**config.mk**
```make
export PLATFORM = sky130hd
export DESIGN_NAME = kts_ctrl
export DESIGN_NICKNAME = d
export VERILOG_FILES = /design/src/hdl/kts_pkg.sv /design/src/hdl/kts_ctrl.sv
export SDC_FILE = /design/constraint.sdc
export NUM_CORES = 1
export LEC_CHECK = 0
export BUFFER_PORTS_ARGS = -buffer_cell sky130_fd_sc_hd__clkbuf_2
export CAP_MARGIN = 5
export CELL_PAD_IN_SITES_DETAIL_PLACEMENT = 1
export CELL_PAD_IN_SITES_GLOBAL_PLACEMENT = 2
export CORE_UTILIZATION = 23
export DETAILED_ROUTE_END_ITERATION = 6
export HOLD_SLACK_MARGIN = 0.06
export PLACE_DENSITY_LB_ADDON = 0.1
export SLEW_MARGIN = 5
export SYNTH_ARGS = -nofsm -noshare
export SYNTH_HDL_FRONTEND = slang
export SYNTH_SLANG_ARGS = --single-unit
```
**constraint.sdc**
```tcl
create_clock -name aclk -period 2.35 [get_ports aclk]
set_input_delay 0.3525 -clock aclk [delete_from_list [all_inputs] [get_ports aclk]]
set_output_delay 0.3525 -clock aclk [all_outputs]
set_load 0.05 [all_outputs]
```
**src/hdl/kts_pkg.sv**
```systemverilog
package kts_pkg;

    localparam int DATA_W = 32;

    // operation codes
    localparam logic [1:0] OP_CLEAR  = 2'd0;
    localparam logic [1:0] OP_INSERT = 2'd1;
    localparam logic [1:0] OP_SAMPLE = 2'd2;

    // interpolation modes
    localparam logic [1:0] MODE_LINEAR  = 2'd0;
    localparam logic [1:0] MODE_STEP    = 2'd1;
    localparam logic [1:0] MODE_HERMITE = 2'd2;

    // result status codes
    localparam logic [1:0] STATUS_OK    = 2'd0;
    localparam logic [1:0] STATUS_FULL  = 2'd1;
    localparam logic [1:0] STATUS_EMPTY = 2'd2;

    typedef struct packed {
        logic        [DATA_W-1:0] key_time;
        logic signed [DATA_W-1:0] value;
        logic signed [DATA_W-1:0] in_slope;
        logic signed [DATA_W-1:0] out_slope;
    } entry_t;

    localparam int ENTRY_W = $bits(entry_t);

    typedef enum logic [4:0] {
        ST_IDLE,
        ST_INS_RD,
        ST_INS_CHK,
        ST_INS_WR,
        ST_SMP_RD0,
        ST_SMP_CHK0,
        ST_SMP_RDL,
        ST_SMP_CHKL,
        ST_SCAN_RD,
        ST_SCAN_CHK,
        ST_DIV_INIT,
        ST_DIV,
        ST_MODE,
        ST_LIN,
        ST_H_T2,
        ST_H_T2C,
        ST_H_T3,
        ST_H_T3C,
        ST_H_S3,
        ST_H_S4,
        ST_H_A1,
        ST_H_A2,
        ST_H_A3,
        ST_H_A4,
        ST_FINAL,
        ST_OUT
    } state_t;

    typedef enum logic [1:0] {RD_ZERO, RD_LAST, RD_IDX, RD_IDX_M1} rd_sel_t;
    typedef enum logic [2:0] {IDX_HOLD, IDX_COUNT, IDX_ONE, IDX_INC, IDX_DEC} idx_op_t;
    typedef enum logic [1:0] {CNT_HOLD, CNT_CLEAR, CNT_INC} cnt_op_t;
    typedef enum logic [3:0] {
        MAC_NONE, MAC_TT, MAC_T2T, MAC_H3DT, MAC_H4DT,
        MAC_H1V1, MAC_H2V2, MAC_S3O, MAC_S4I, MAC_LIN
    } mac_sel_t;
    typedef enum logic [2:0] {CAP_NONE, CAP_T2, CAP_T3, CAP_S3, CAP_S4} cap_sel_t;
    typedef enum logic [2:0] {RES_NONE, RES_ZERO, RES_RD, RES_LO, RES_ACC} res_sel_t;

    typedef struct packed {
        logic       latch_item;
        rd_sel_t    rd_sel;
        logic       wr_en;
        logic       wr_new;
        idx_op_t    idx_op;
        cnt_op_t    cnt_op;
        logic       cap_lo;
        logic       cap_hi;
        logic       div_init;
        logic       div_step;
        mac_sel_t   mac_sel;
        cap_sel_t   cap_sel;
        res_sel_t   res_sel;
        logic [1:0] res_status;
    } cmd_t;

    typedef struct packed {
        logic       count_zero;
        logic       count_one;
        logic       count_full;
        logic       smp_le_rd;
        logic       smp_ge_rd;
        logic       rd_le_key;
        logic       idx_is_one;
        logic       div_last;
        logic [1:0] mode;
    } sts_t;

endpackage

```
**src/hdl/kts_ctrl.sv**
```systemverilog
module kts_ctrl (
    input  logic          aclk,
    input  logic          aresetn,
    input  logic          s_valid,
    output logic          s_ready,
    input  logic [1:0]    s_operation,
    output logic          m_valid,
    input  logic          m_ready,
    input  kts_pkg::sts_t sts,
    output kts_pkg::cmd_t cmd
);
    import kts_pkg::*;

    state_t state_reg, state_next;

    always_ff @(posedge aclk) begin
        if (!aresetn) begin
            state_reg <= ST_IDLE;
        end else begin
            state_reg <= state_next;
        end
    end

    always_comb begin
        state_next = state_reg;
        case (state_reg)
            ST_IDLE: begin
                if (s_valid) begin
                    case (s_operation)
                        OP_INSERT: begin
                            if (sts.count_full)      state_next = ST_OUT;
                            else if (sts.count_zero) state_next = ST_INS_WR;
                            else                     state_next = ST_INS_RD;
                        end
                        OP_SAMPLE: state_next = sts.count_zero ? ST_OUT : ST_SMP_RD0;
                        default:   state_next = ST_OUT;
                    endcase
                end
            end
            ST_INS_RD:   state_next = ST_INS_CHK;
            ST_INS_CHK: begin
                if (sts.rd_le_key || sts.idx_is_one) state_next = ST_INS_WR;
                else                                 state_next = ST_INS_RD;
            end
            ST_INS_WR:   state_next = ST_OUT;
            ST_SMP_RD0:  state_next = ST_SMP_CHK0;
            ST_SMP_CHK0: state_next = (sts.count_one || sts.smp_le_rd) ? ST_OUT : ST_SMP_RDL;
            ST_SMP_RDL:  state_next = ST_SMP_CHKL;
            ST_SMP_CHKL: state_next = sts.smp_ge_rd ? ST_OUT : ST_SCAN_RD;
            ST_SCAN_RD:  state_next = ST_SCAN_CHK;
            ST_SCAN_CHK: state_next = sts.smp_ge_rd ? ST_SCAN_RD : ST_DIV_INIT;
            ST_DIV_INIT: state_next = ST_DIV;
            ST_DIV:      state_next = sts.div_last ? ST_MODE : ST_DIV;
            ST_MODE: begin
                case (sts.mode)
                    MODE_STEP:    state_next = ST_OUT;
                    MODE_HERMITE: state_next = ST_H_T2;
                    default:      state_next = ST_LIN;
                endcase
            end
            ST_LIN:   state_next = ST_FINAL;
            ST_H_T2:  state_next = ST_H_T2C;
            ST_H_T2C: state_next = ST_H_T3;
            ST_H_T3:  state_next = ST_H_T3C;
            ST_H_T3C: state_next = ST_H_S3;
            ST_H_S3:  state_next = ST_H_S4;
            ST_H_S4:  state_next = ST_H_A1;
            ST_H_A1:  state_next = ST_H_A2;
            ST_H_A2:  state_next = ST_H_A3;
            ST_H_A3:  state_next = ST_H_A4;
            ST_H_A4:  state_next = ST_FINAL;
            ST_FINAL: state_next = ST_OUT;
            ST_OUT:   state_next = m_ready ? ST_IDLE : ST_OUT;
            default:  state_next = ST_IDLE;
        endcase
    end

    always_comb begin
        cmd            = '0;
        cmd.rd_sel     = RD_ZERO;
        cmd.idx_op     = IDX_HOLD;
        cmd.cnt_op     = CNT_HOLD;
        cmd.mac_sel    = MAC_NONE;
        cmd.cap_sel    = CAP_NONE;
        cmd.res_sel    = RES_NONE;
        cmd.res_status = STATUS_OK;
        s_ready        = 1'b0;
        m_valid        = 1'b0;
        case (state_reg)
            ST_IDLE: begin
                s_ready        = 1'b1;
                cmd.latch_item = s_valid;
                if (s_valid) begin
                    case (s_operation)
                        OP_CLEAR: begin
                            cmd.cnt_op  = CNT_CLEAR;
                            cmd.res_sel = RES_ZERO;
                        end
                        OP_INSERT: begin
                            cmd.idx_op = IDX_COUNT;
                            if (sts.count_full) begin
                                cmd.res_sel    = RES_ZERO;
                                cmd.res_status = STATUS_FULL;
                            end
                        end
                        OP_SAMPLE: begin
                            if (sts.count_zero) begin
                                cmd.res_sel    = RES_ZERO;
                                cmd.res_status = STATUS_EMPTY;
                            end
                        end
                        default: cmd.res_sel = RES_ZERO;
                    endcase
                end
            end
            ST_INS_RD: cmd.rd_sel = RD_IDX_M1;
            ST_INS_CHK: begin
                // entry above the new key moves up one slot
                if (!sts.rd_le_key) begin
                    cmd.wr_en  = 1'b1;
                    cmd.idx_op = IDX_DEC;
                end
            end
            ST_INS_WR: begin
                cmd.wr_en   = 1'b1;
                cmd.wr_new  = 1'b1;
                cmd.cnt_op  = CNT_INC;
                cmd.res_sel = RES_ZERO;
            end
            ST_SMP_RD0: cmd.rd_sel = RD_ZERO;
            ST_SMP_CHK0: begin
                cmd.cap_lo = 1'b1;
                if (sts.count_one || sts.smp_le_rd) begin
                    cmd.res_sel = RES_RD;
                end
            end
            ST_SMP_RDL: cmd.rd_sel = RD_LAST;
            ST_SMP_CHKL: begin
                if (sts.smp_ge_rd) cmd.res_sel = RES_RD;
                else               cmd.idx_op  = IDX_ONE;
            end
            ST_SCAN_RD: cmd.rd_sel = RD_IDX;
            ST_SCAN_CHK: begin
                if (sts.smp_ge_rd) begin
                    cmd.cap_lo = 1'b1;
                    cmd.idx_op = IDX_INC;
                end else begin
                    cmd.cap_hi = 1'b1;
                end
            end
            ST_DIV_INIT: cmd.div_init = 1'b1;
            ST_DIV:      cmd.div_step = 1'b1;
            ST_MODE: begin
                if (sts.mode == MODE_STEP) cmd.res_sel = RES_LO;
            end
            ST_LIN:   cmd.mac_sel = MAC_LIN;
            ST_H_T2:  cmd.mac_sel = MAC_TT;
            ST_H_T2C: cmd.cap_sel = CAP_T2;
            ST_H_T3:  cmd.mac_sel = MAC_T2T;
            ST_H_T3C: cmd.cap_sel = CAP_T3;
            ST_H_S3:  cmd.mac_sel = MAC_H3DT;
            ST_H_S4: begin
                cmd.cap_sel = CAP_S3;
                cmd.mac_sel = MAC_H4DT;
            end
            ST_H_A1: begin
                cmd.cap_sel = CAP_S4;
                cmd.mac_sel = MAC_H1V1;
            end
            ST_H_A2:  cmd.mac_sel = MAC_H2V2;
            ST_H_A3:  cmd.mac_sel = MAC_S3O;
            ST_H_A4:  cmd.mac_sel = MAC_S4I;
            ST_FINAL: cmd.res_sel = RES_ACC;
            ST_OUT:   m_valid     = 1'b1;
            default: ;
        endcase
    end

`ifndef SYNTHESIS
    a_one_item: assert property (@(posedge aclk) disable iff (!aresetn)
        s_valid && s_ready |=> !s_ready)
        else $error("new item taken while one is in flight");

    a_back_idle: assert property (@(posedge aclk) disable iff (!aresetn)
        m_valid && m_ready |=> s_ready && !m_valid)
        else $error("block not idle after result delivered");

    a_div_runs: assert property (@(posedge aclk) disable iff (!aresetn)
        state_reg == ST_DIV && !sts.div_last |=> state_reg == ST_DIV)
        else $error("division left early");
`endif

endmodule

```
* Word level (Yosys, flattened, before mapping)
Cells that the tools add are included.
** Storage, ports and cells
- Register bits after elaboration :: 5
- Input port bits :: 16
- Output and inout bits :: 28
- Logic and storage cells :: 83
** Operators by class
- Eq/ne operators :: 30
- Muxes and demuxes :: 46
- Reductions and logical operators :: 6
** Operator list (count)
- $pmux W5 S24 :: 1
- $eq A5 B5 Y1 const B :: 10
- $eq A5 B4 Y1 const B :: 8
- $pmux W4 S9 :: 1
- $mux W5 :: 7
- $pmux W3 S4 :: 2
- $eq A5 B3 Y1 const B :: 4
- $pmux W5 S2 :: 2
- $mux W2 :: 9
- $pmux W3 S6 :: 1
- $mux W3 :: 5
- $mux W1 :: 12
- $eq A5 B2 Y1 const B :: 2
- $pmux W2 S2 :: 2
- $pmux W1 S2 :: 3
- $pmux W2 S3 :: 1
- $eq A5 B1 Y1 const B :: 1
- $logic_not A5 Y1 :: 1
- $eq A2 B1 Y1 const B :: 2
- $eq A2 B2 Y1 const B :: 2
- $reduce_or A2 Y1 :: 2
- $logic_not A2 Y1 :: 1
- $logic_or A1 B1 Y1 :: 2
- $ne A2 B2 Y1 const B :: 1

* Longest topological paths before layout
Gate-level depths: netlist of run 1.
- Depth after elaboration :: 5
- Mapped depth :: 6
- Gate-level depth less buffers :: 6

* Worst setup path after synthesis of run 1
No wires, ideal clock.
- Kind :: flip-flop to output port
- From :: reg state_reg[1]
- To :: out cmd[22] in the netlist's numbering
- Arrival :: 2457 ps
- Required time :: 1997 ps
- Path slack :: -459 ps
- Cell stages (with the launch flop) :: 6
- Path buffers :: 2
- Path through :: dfxtp_1 buf_2 clkbuf_1 nand2_1 nor3_1 or2_2
** RTL lines
- start: declaration :: RTL line kts_ctrl.sv:14 : state_t state_reg, state_next;
- start signal: assignment :: RTL line kts_ctrl.sv:20 : state_reg <= state_next;
- end: declaration :: RTL line kts_ctrl.sv:10 : output kts_pkg::cmd_t cmd

==> summary.txt, run 1 <==
Status
  – Status: finished clean

Setup path
  – Critical Path Slowest Stage Cell: or3_4
  – Crit Reg-Reg Endpoint: state_reg[4]
  – Startpoint Class: flop
  – Worst Path Required: 2.00 ns
  – CP startpoint: state_reg[4]
  – Delay of the slowest critical-path stage: 0.44 ns
  – Setup Crit Path Kind: reg2out
  – Worst-case reg-to-reg path depth: 6
  – Crit Path Max Fanout: 8
  – RR Startpoint: state_reg[1]
  – Worst Path Arrival: ~1.9 ns
  – Worst path most repeated cell: or3_4
  – Setup slack, reg-to-reg: roughly 0.50 ns
  – Worst setup EP type: primary output
  – CP cell instances: or3_4, or3_4, clkinv_4, nand3_1, nand3b_1, buf_2

Global route
  – Total GRT Usage: 19.3%
  – GRT met1 Usage: 25.9%
  – Vias in the first global route: about 1300
  – Global-route met2 utilization: a little under a third
  – GRT busiest layer: met2
  – GRT overflow: 0
  – Largest net degree at the start of global routing: 13
  – First-pass GRT wire length: 6.40 mm
  – Initial antenna violation count: 0
  – Met3 GRT Util: about 3.3%

STA
  – Min Tclk post-route: approximately 2.3 ns
  – Final setup fails: 0
  – Final Hold Viols: 0
  – Actual slew at the worst max-slew pin: 0.452 ns
  – Tcrit/Tclk final: between 90% and 100%
  – Fmax: 440 MHz
  – Slew Viols, Final: 0
  – Slew HR: a little over two thirds
  – Final WS setup: ~0.077 ns
  – Setup TNS: 0 ns
  – Layout Skew: 0.00403 ns

Die
  – Row count: 23
  – Initial core utilization: around a quarter
  – Die Y-Extent: between 60 and 70 um
  – Die area: roughly 4400 sq um
  – CORE AREA: ~4000 sq um
  – IO Pins: between 40 and 50
  – Die W: 66.6 um

Pwr
  – Peak VDD IR: between 0.2 and 0.3 mV
  – Overall power: approximately 0.0016 W
  – Psw: 0.000941 W
  – Internal power: 0.000648 W
  – Sequential Power Share: a little over a tenth
  – Sw Share: between 50 and 60%
  – PwrDens: around 1100 nW/um^2
  – Leakage Power: about 0.6 nW
  – Clock network power share: 10.5%
  – Combinational share of power: between 70% and 80%

Synth
  – Synth warn: 0
  – Post-Synth XOR/XNOR Area: under 10%
  – Mean Syn Cell Area: between 6 and 7 sq um
  – Synth Instances: around 140
  – Adder-Cell Fraction of Synth Area: 5.22%
  – Compound-Gate Fraction of Synth Area: about 28%
  – Main combinational cell family by area after synthesis: simple AND/OR/NAND/NOR gates
  – Synth unique cells: 46
  – Mux contribution to synthesized area: 0%
  – Post-synth top area share: roughly a tenth
  – Sequential share of the synthesized area: between 10% and 20%
  – Post-Synth Simple-Gate Area: 43.5%
  – Mapped cell area: approximately 960 sq um
  – Syn nets: 162
  – Register bit total from synthesis: 5
  – Largest area contributor in the netlist: dfxtp_1
  – Top cells by area, synth: dfxtp_1 (10%), nor2_1 (6.3%), nor3_1 (5.7%)

Finish
  – Final nets: roughly 220
  – Post-Layout Cell Count: ~240
  – Area delta synth->final: 45.4%
  – Fin area: roughly 1400 sq um
  – Fillers: between 500 and 600
  – Ant diodes: 0
  – Largest register FFs: 5
  – Share of post-route cells with drive strength above 1: 44.3%
  – Most frequent cells in the layout: clkbuf_2 (35), buf_4 (18), nor2_1 (13), nand2_1 (12)
  – Leading cell type in the layout, fill and taps excluded: clkbuf_2

Drt
  – DRT iter0 DRCs: 72
  – Post-route ant nets: 0
  – Drt first pass iters: 4
  – Vias per std cell: a little over 5
  – DR DRC count: 0
  – Wire length per cell: about 16 um
  – Final wirelength: roughly 3.9 mm
  – Vias after detailed routing: roughly 1200

Hold path
  – Hold Path Class: in2reg
  – Hold Crit Depth: 3
  – Worst Hold Path EP: state_reg[3]
  – Worst hold path startpoint: aresetn

Placed design
  – Dpl ws: between 0.2 and 0.3 ns
  – DP HPWL: 3.23 mm
  – Area post-placement: 1340 sq um
  – Gpl congestion: between 0.7 and 0.8
  – Buffers on Ports: 43
  – Inst Count DP: between 200 and 250

Clock tree
  – Setup Fix Bufs, Post-CTS: 0
  – CTS tree: built
  – Later-pin clock latency in the skew report: about 0.23 ns
  – # clock sinks: 5
  – H-tree depth: 1
  – Number of CTS-inserted buffers: 3
  – CTS clock-pin slew for the worst setup and hold paths: approximately 0.04 ns
  – Clock tree buffer depth: 2
  – Clock root cell: clkbuf_8

Run
  – Max cap viols: 0
## worst max-delay path, delay by kind of cell (launching register included)
kind | cells | cell delay (ns)
DFF | 1 | 0.32
buffers and inverters | 2 | 0.36
and+or+nand+nor | 4 | 1.02
## cells in the mapped netlist (all sizes together)
cell type / count
nor3: 11
buf: 7
inv: 8
dfxtp: 5
o21ai: 8
nand2b: 4
a21o: 2
a211oi: 1
nor4b: 1
xnor2: 3
o31ai: 1
clkinv: 1
clkbuf: 4
nor2: 16
and4b: 1
o41ai: 1
and3: 2
or4: 2
o2111ai: 1
or2: 3
a32o: 1
and2: 1
o21a: 1
nand3: 7
nor4: 1
o22a: 1
nand2: 12
or3b: 4
a21oi: 7
o211ai: 1
nor2b: 2
a221oi: 2
a31oi: 2
a41oi: 2
a22oi: 2
o221ai: 1
ha: 4
or3: 3
nor3b: 1
nand3b: 4
o32ai: 1
## layer usage
metal	up-vias	share of wire, %	routed length (um)
met5	-	0	0
met4	0	1.3	50
met2	28	48	1860
met1	588	48	1860
met3	4	3.6	140
li1	619	-	-
## power by group through the flow
stage	Clock [W]	Combinational [W]	Sequential (W)
floorplan	0	0.000954	0.000131
global placement	0	0.00124	0.000168
detailed placement	0	0.00125	0.000166
CTS	0.000168	0.00125	0.000167
global route	0.000176	0.00136	0.000174
finish	0.000166	0.00125	0.000169
## stage by stage
| step | hold slack (ns) | utilization, % |
|---|---|---|
| 6_report | 0.431 | 34.9 |
| 5_1_grt | 0.447 | 34.9 |
| 4_1_cts | 0.432 | 34.6 |
| 3_5_place_dp | 0.668 | 33.4 |
| 3_3_place_gp | 0.667 | 33.4 |
| 2_1_floorplan | 0.503 | - |
## worst max-delay path by stage
| stage | to | depth (start not counted) |
|---|---|---|
| floorplan | cmd[18] | 4 |
| global placement | cmd[3] | 5 |
| detailed placement | cmd[18] | 6 |
| CTS | cmd[0] | 6 |
| global route | cmd[25] | 6 |
| finish | cmd[2] | 6 |
## layout make-up
type	count	area [sq um]	area share, %
inverter	9	38.8	2.78
sequential	5	100	7.17
tap	50	62.6	4.48
multi-input combinational	117	803	57.6
clock buffer	4	45.0	3.23
timing repair buffer	59	345	24.8
## logic make-up (layout without fill, tap and decap cells)
kind of cell | count (synthesis) | count (layout)
buf+inv | 20 | 72
simple gates | 75 | 75
fa+ha+maj | 4 | 4
xor+xnor | 3 | 3
flops | 5 | 5
compound gates | 35 | 35
## timing repair
item	in CTS	in global routing
setup endpoints to repair	0	9
gates resized for setup	0	15
hold buffers	0	0
hold endpoints to repair	0	0
Note: power is estimated with default switching activity, not from simulation.
==> run 2, diff against run 1 <==
--- a/config.mk
+++ b/config.mk
@@ -9,6 +9,7 @@
 export CAP_MARGIN = 5
 export CELL_PAD_IN_SITES_DETAIL_PLACEMENT = 1
 export CELL_PAD_IN_SITES_GLOBAL_PLACEMENT = 2
+export CORE_ASPECT_RATIO = 0.8
 export CORE_UTILIZATION = 23
 export DETAILED_ROUTE_END_ITERATION = 6
 export HOLD_SLACK_MARGIN = 0.06
==> constraint.sdc (replaced) <==
create_clock -name aclk -period 2.6 [get_ports aclk]
set_input_delay 0.39 -clock aclk [delete_from_list [all_inputs] [get_ports aclk]]
set_output_delay 0.39 -clock aclk [all_outputs]
set_load 0.05 [all_outputs]
==> summary.txt, run 2 (same netlist as run 1, synthesis figures left out) <==
Pwr
  – Peak VDD IR: 0.242 mV (was 0.276 mV)
  – Leakage Power: 0.583 nW (was 0.617 nW)
  – PwrDens: 1050 nW/um^2 (was 1140 nW/um^2)
  – Overall power: 0.00139 W (was 0.00159 W)

Setup path
  – Startpoint Class: flop (unchanged)
  – Worst-case reg-to-reg path depth: 5 (was 6)
  – Worst Path Arrival: 2.13 ns (was 1.92 ns)
  – RR Startpoint: state_reg[4] (was state_reg[1])
  – Setup Crit Path Kind: reg2out (unchanged)
  – Worst setup EP type: primary output (unchanged)
  – Crit Reg-Reg Endpoint: state_reg[4] (unchanged)
  – Worst Path Required: 2.21 ns (was 2.00 ns)
  – Setup slack, reg-to-reg: 0.74 ns (was 0.50 ns)
  – CP startpoint: state_reg[4] (unchanged)
  – Crit Path Max Fanout: 15 (was 8)

STA
  – Unrepaired setup endpoints after global routing: no
  – Slew Viols, Final: 0 (unchanged)
  – Tcrit/Tclk final: between 90% and 100%
  – Final WS setup: 0.0835 ns (was 0.0767 ns)
  – Layout Skew: 0.00217 ns (was 0.00403 ns)
  – Final Hold Viols: 0 (unchanged)
  – Slew HR: 65.3% (was 69.9%)
  – Actual slew at the worst max-slew pin: 0.520 ns (was 0.452 ns)
  – Fmax: 397 MHz
  – Final setup fails: 0 (unchanged)
  – Setup TNS: 0 ns (unchanged)
  – Min Tclk post-route: between 2 and 3 ns

Global route
  – First-pass GRT wire length: 5.98 mm (was 6.40 mm)
  – Vias in the first global route: 1140 (was 1278)
  – Largest net degree at the start of global routing: 18 (was 13)
  – Total GRT Usage: 18.2% (was 19.3%)
  – GRT overflow: 0 (unchanged)
  – Initial antenna violation count: 0 (unchanged)

Hold path
  – Hold Path Class: in2reg (unchanged)
  – Hold Crit Depth: 3 (unchanged)
  – Worst Hold Path EP: state_reg[4] (was state_reg[3])
  – Worst hold path startpoint: aresetn (unchanged)

Clock tree
  – Clock root cell: clkbuf_8 (unchanged)
  – # hold bufs at CTS: 0 (unchanged)
  – Number of CTS-inserted buffers: 3 (unchanged)
  – CTS resizes: 0 (unchanged)
  – # clock sinks: 5 (unchanged)
  – Setup Fix Bufs, Post-CTS: 0 (unchanged)
  – CTS clock-pin slew for the worst setup and hold paths: 0.04 ns (about the same)
  – Later-pin clock latency in the skew report: 0.23 ns (about the same)
  – Clock tree buffer depth: 2 (unchanged)
  – CTS tree: built (unchanged)
  – H-tree depth: 1 (unchanged)

Placed design
  – Inst Count DP: 239 (was 240)
  – Dpl ws: 0.319 ns (was 0.262 ns)
  – DP HPWL: 3.06 mm (was 3.23 mm)
  – Gpl congestion: 0.828 (was 0.789)
  – Buffers on Ports: 43 (unchanged)

Drt
  – Vias per std cell: 5.04 (was 5.08)
  – DR DRC count: 0 (unchanged)
  – Post-route ant nets: 0 (unchanged)
  – Drt first pass iters: 4 (unchanged)
  – DRT iter0 DRCs: 19 (was 72)
  – Vias after detailed routing: 1224 (was 1239)
  – Wire length per cell: 15.4 um (was 16.0 um)
  – Final wirelength: 3.74 mm (was 3.91 mm)

Finish
  – Storage cell area: 100 sq um (unchanged)
  – Post-Layout Cell Count: 243 (was 244)
  – Final nets: 209 (was 215)
  – Area delta synth->final: 38.6% (was 45.4%)
  – Footprint of the multi-input gates: 787 sq um (was 803 sq um)
  – Largest register FFs: 5 (unchanged)
  – Share of post-route cells with drive strength above 1: 38.8% (was 44.3%)
  – Fillers: 527 (was 525)
  – Most frequent cells in the layout: clkbuf_2 (41), nor2_1 (16), nand2_1 (12), nor3_1 (10), buf_4 (10) (was clkbuf_2 (35), buf_4 (18), nor2_1 (13), nand2_1 (12))
  – Ant diodes: 0 (unchanged)
  – Leading cell type in the layout, fill and taps excluded: clkbuf_2 (unchanged)
  – Util after Layout: 34.1% (was 34.9%)

Status
  – Status: finished clean (unchanged)

Run
  – Max cap viols: 0 (unchanged)

Die
  – Initial core utilization: 24.6% (was 24.0%)
  – CORE AREA: 3900 sq um (was 4000 sq um)
  – Die W: 74.2 um (was 66.6 um)
  – IO Pins: 44 (unchanged)
  – Die Y-Extent: 59.8 um (was 66.6 um)
  – Die area: 4440 sq um (was 4430 sq um)
  – Row count: 20 (was 23)
[run 2: cell types whose count changed in the layout (fill, tap and decap cells not counted), moves of 3 or more]
cell      before  now
nor2_1        13   16
nor2_2         3    0
clkbuf_2      35   41
buf_4         18   10
[run 2: per-layer routing]
metal  vias to the layer above  share of wire (%)  GRT usage [%]
met2                        25                 44           28.1
met5                         -                  0              0
li1                        611                  -              -
met4                         0               0.29           2.43
met3                         2                4.8           4.55
met1                       586                 51           26.1
[run 2: worst max path at each step]
stage / to / slack (ns)
floorplan: cmd[18] / 0.03
global placement: cmd[18] / 0.35
detailed placement: cmd[18] / 0.32
CTS: cmd[3] / 0.06
global route: cmd[2] / 0.009
finish: cmd[2] / 0.08
[run 2: layout make-up]
cell class / count / area share (%)
multi-input cells: 117 / 59.2
flip-flops and latches: 5 / 7.53
well taps: 55 / 5.17
clock buffers: 4 / 3.39
inverters: 9 / 2.92
repair buffers: 53 / 21.8
[run 2: power breakdown]
part / internal, W / switching [W]
combinational: 0.000343 / 0.000729
sequential: 0.000104 / 0.0000623
clock: 0.000106 / 0.0000465
[run 2: metrics by stage]
step	instance area (sq um)	hold WS, ns
after global placement	1280	0.650
final	1330	0.472
after CTS	1320	0.476
after detailed placement	1280	0.627
after global routing	1330	0.482
after floorplan	971	0.541
[run 2: worst max-delay path, stage by stage, from the launching register on]
cell      delay, ns
dfxtp_1        0.44
or3_4          0.49
or3_4          0.38
clkinv_4       0.10
nand3_1        0.10
nand3b_1       0.10
clkbuf_2       0.28
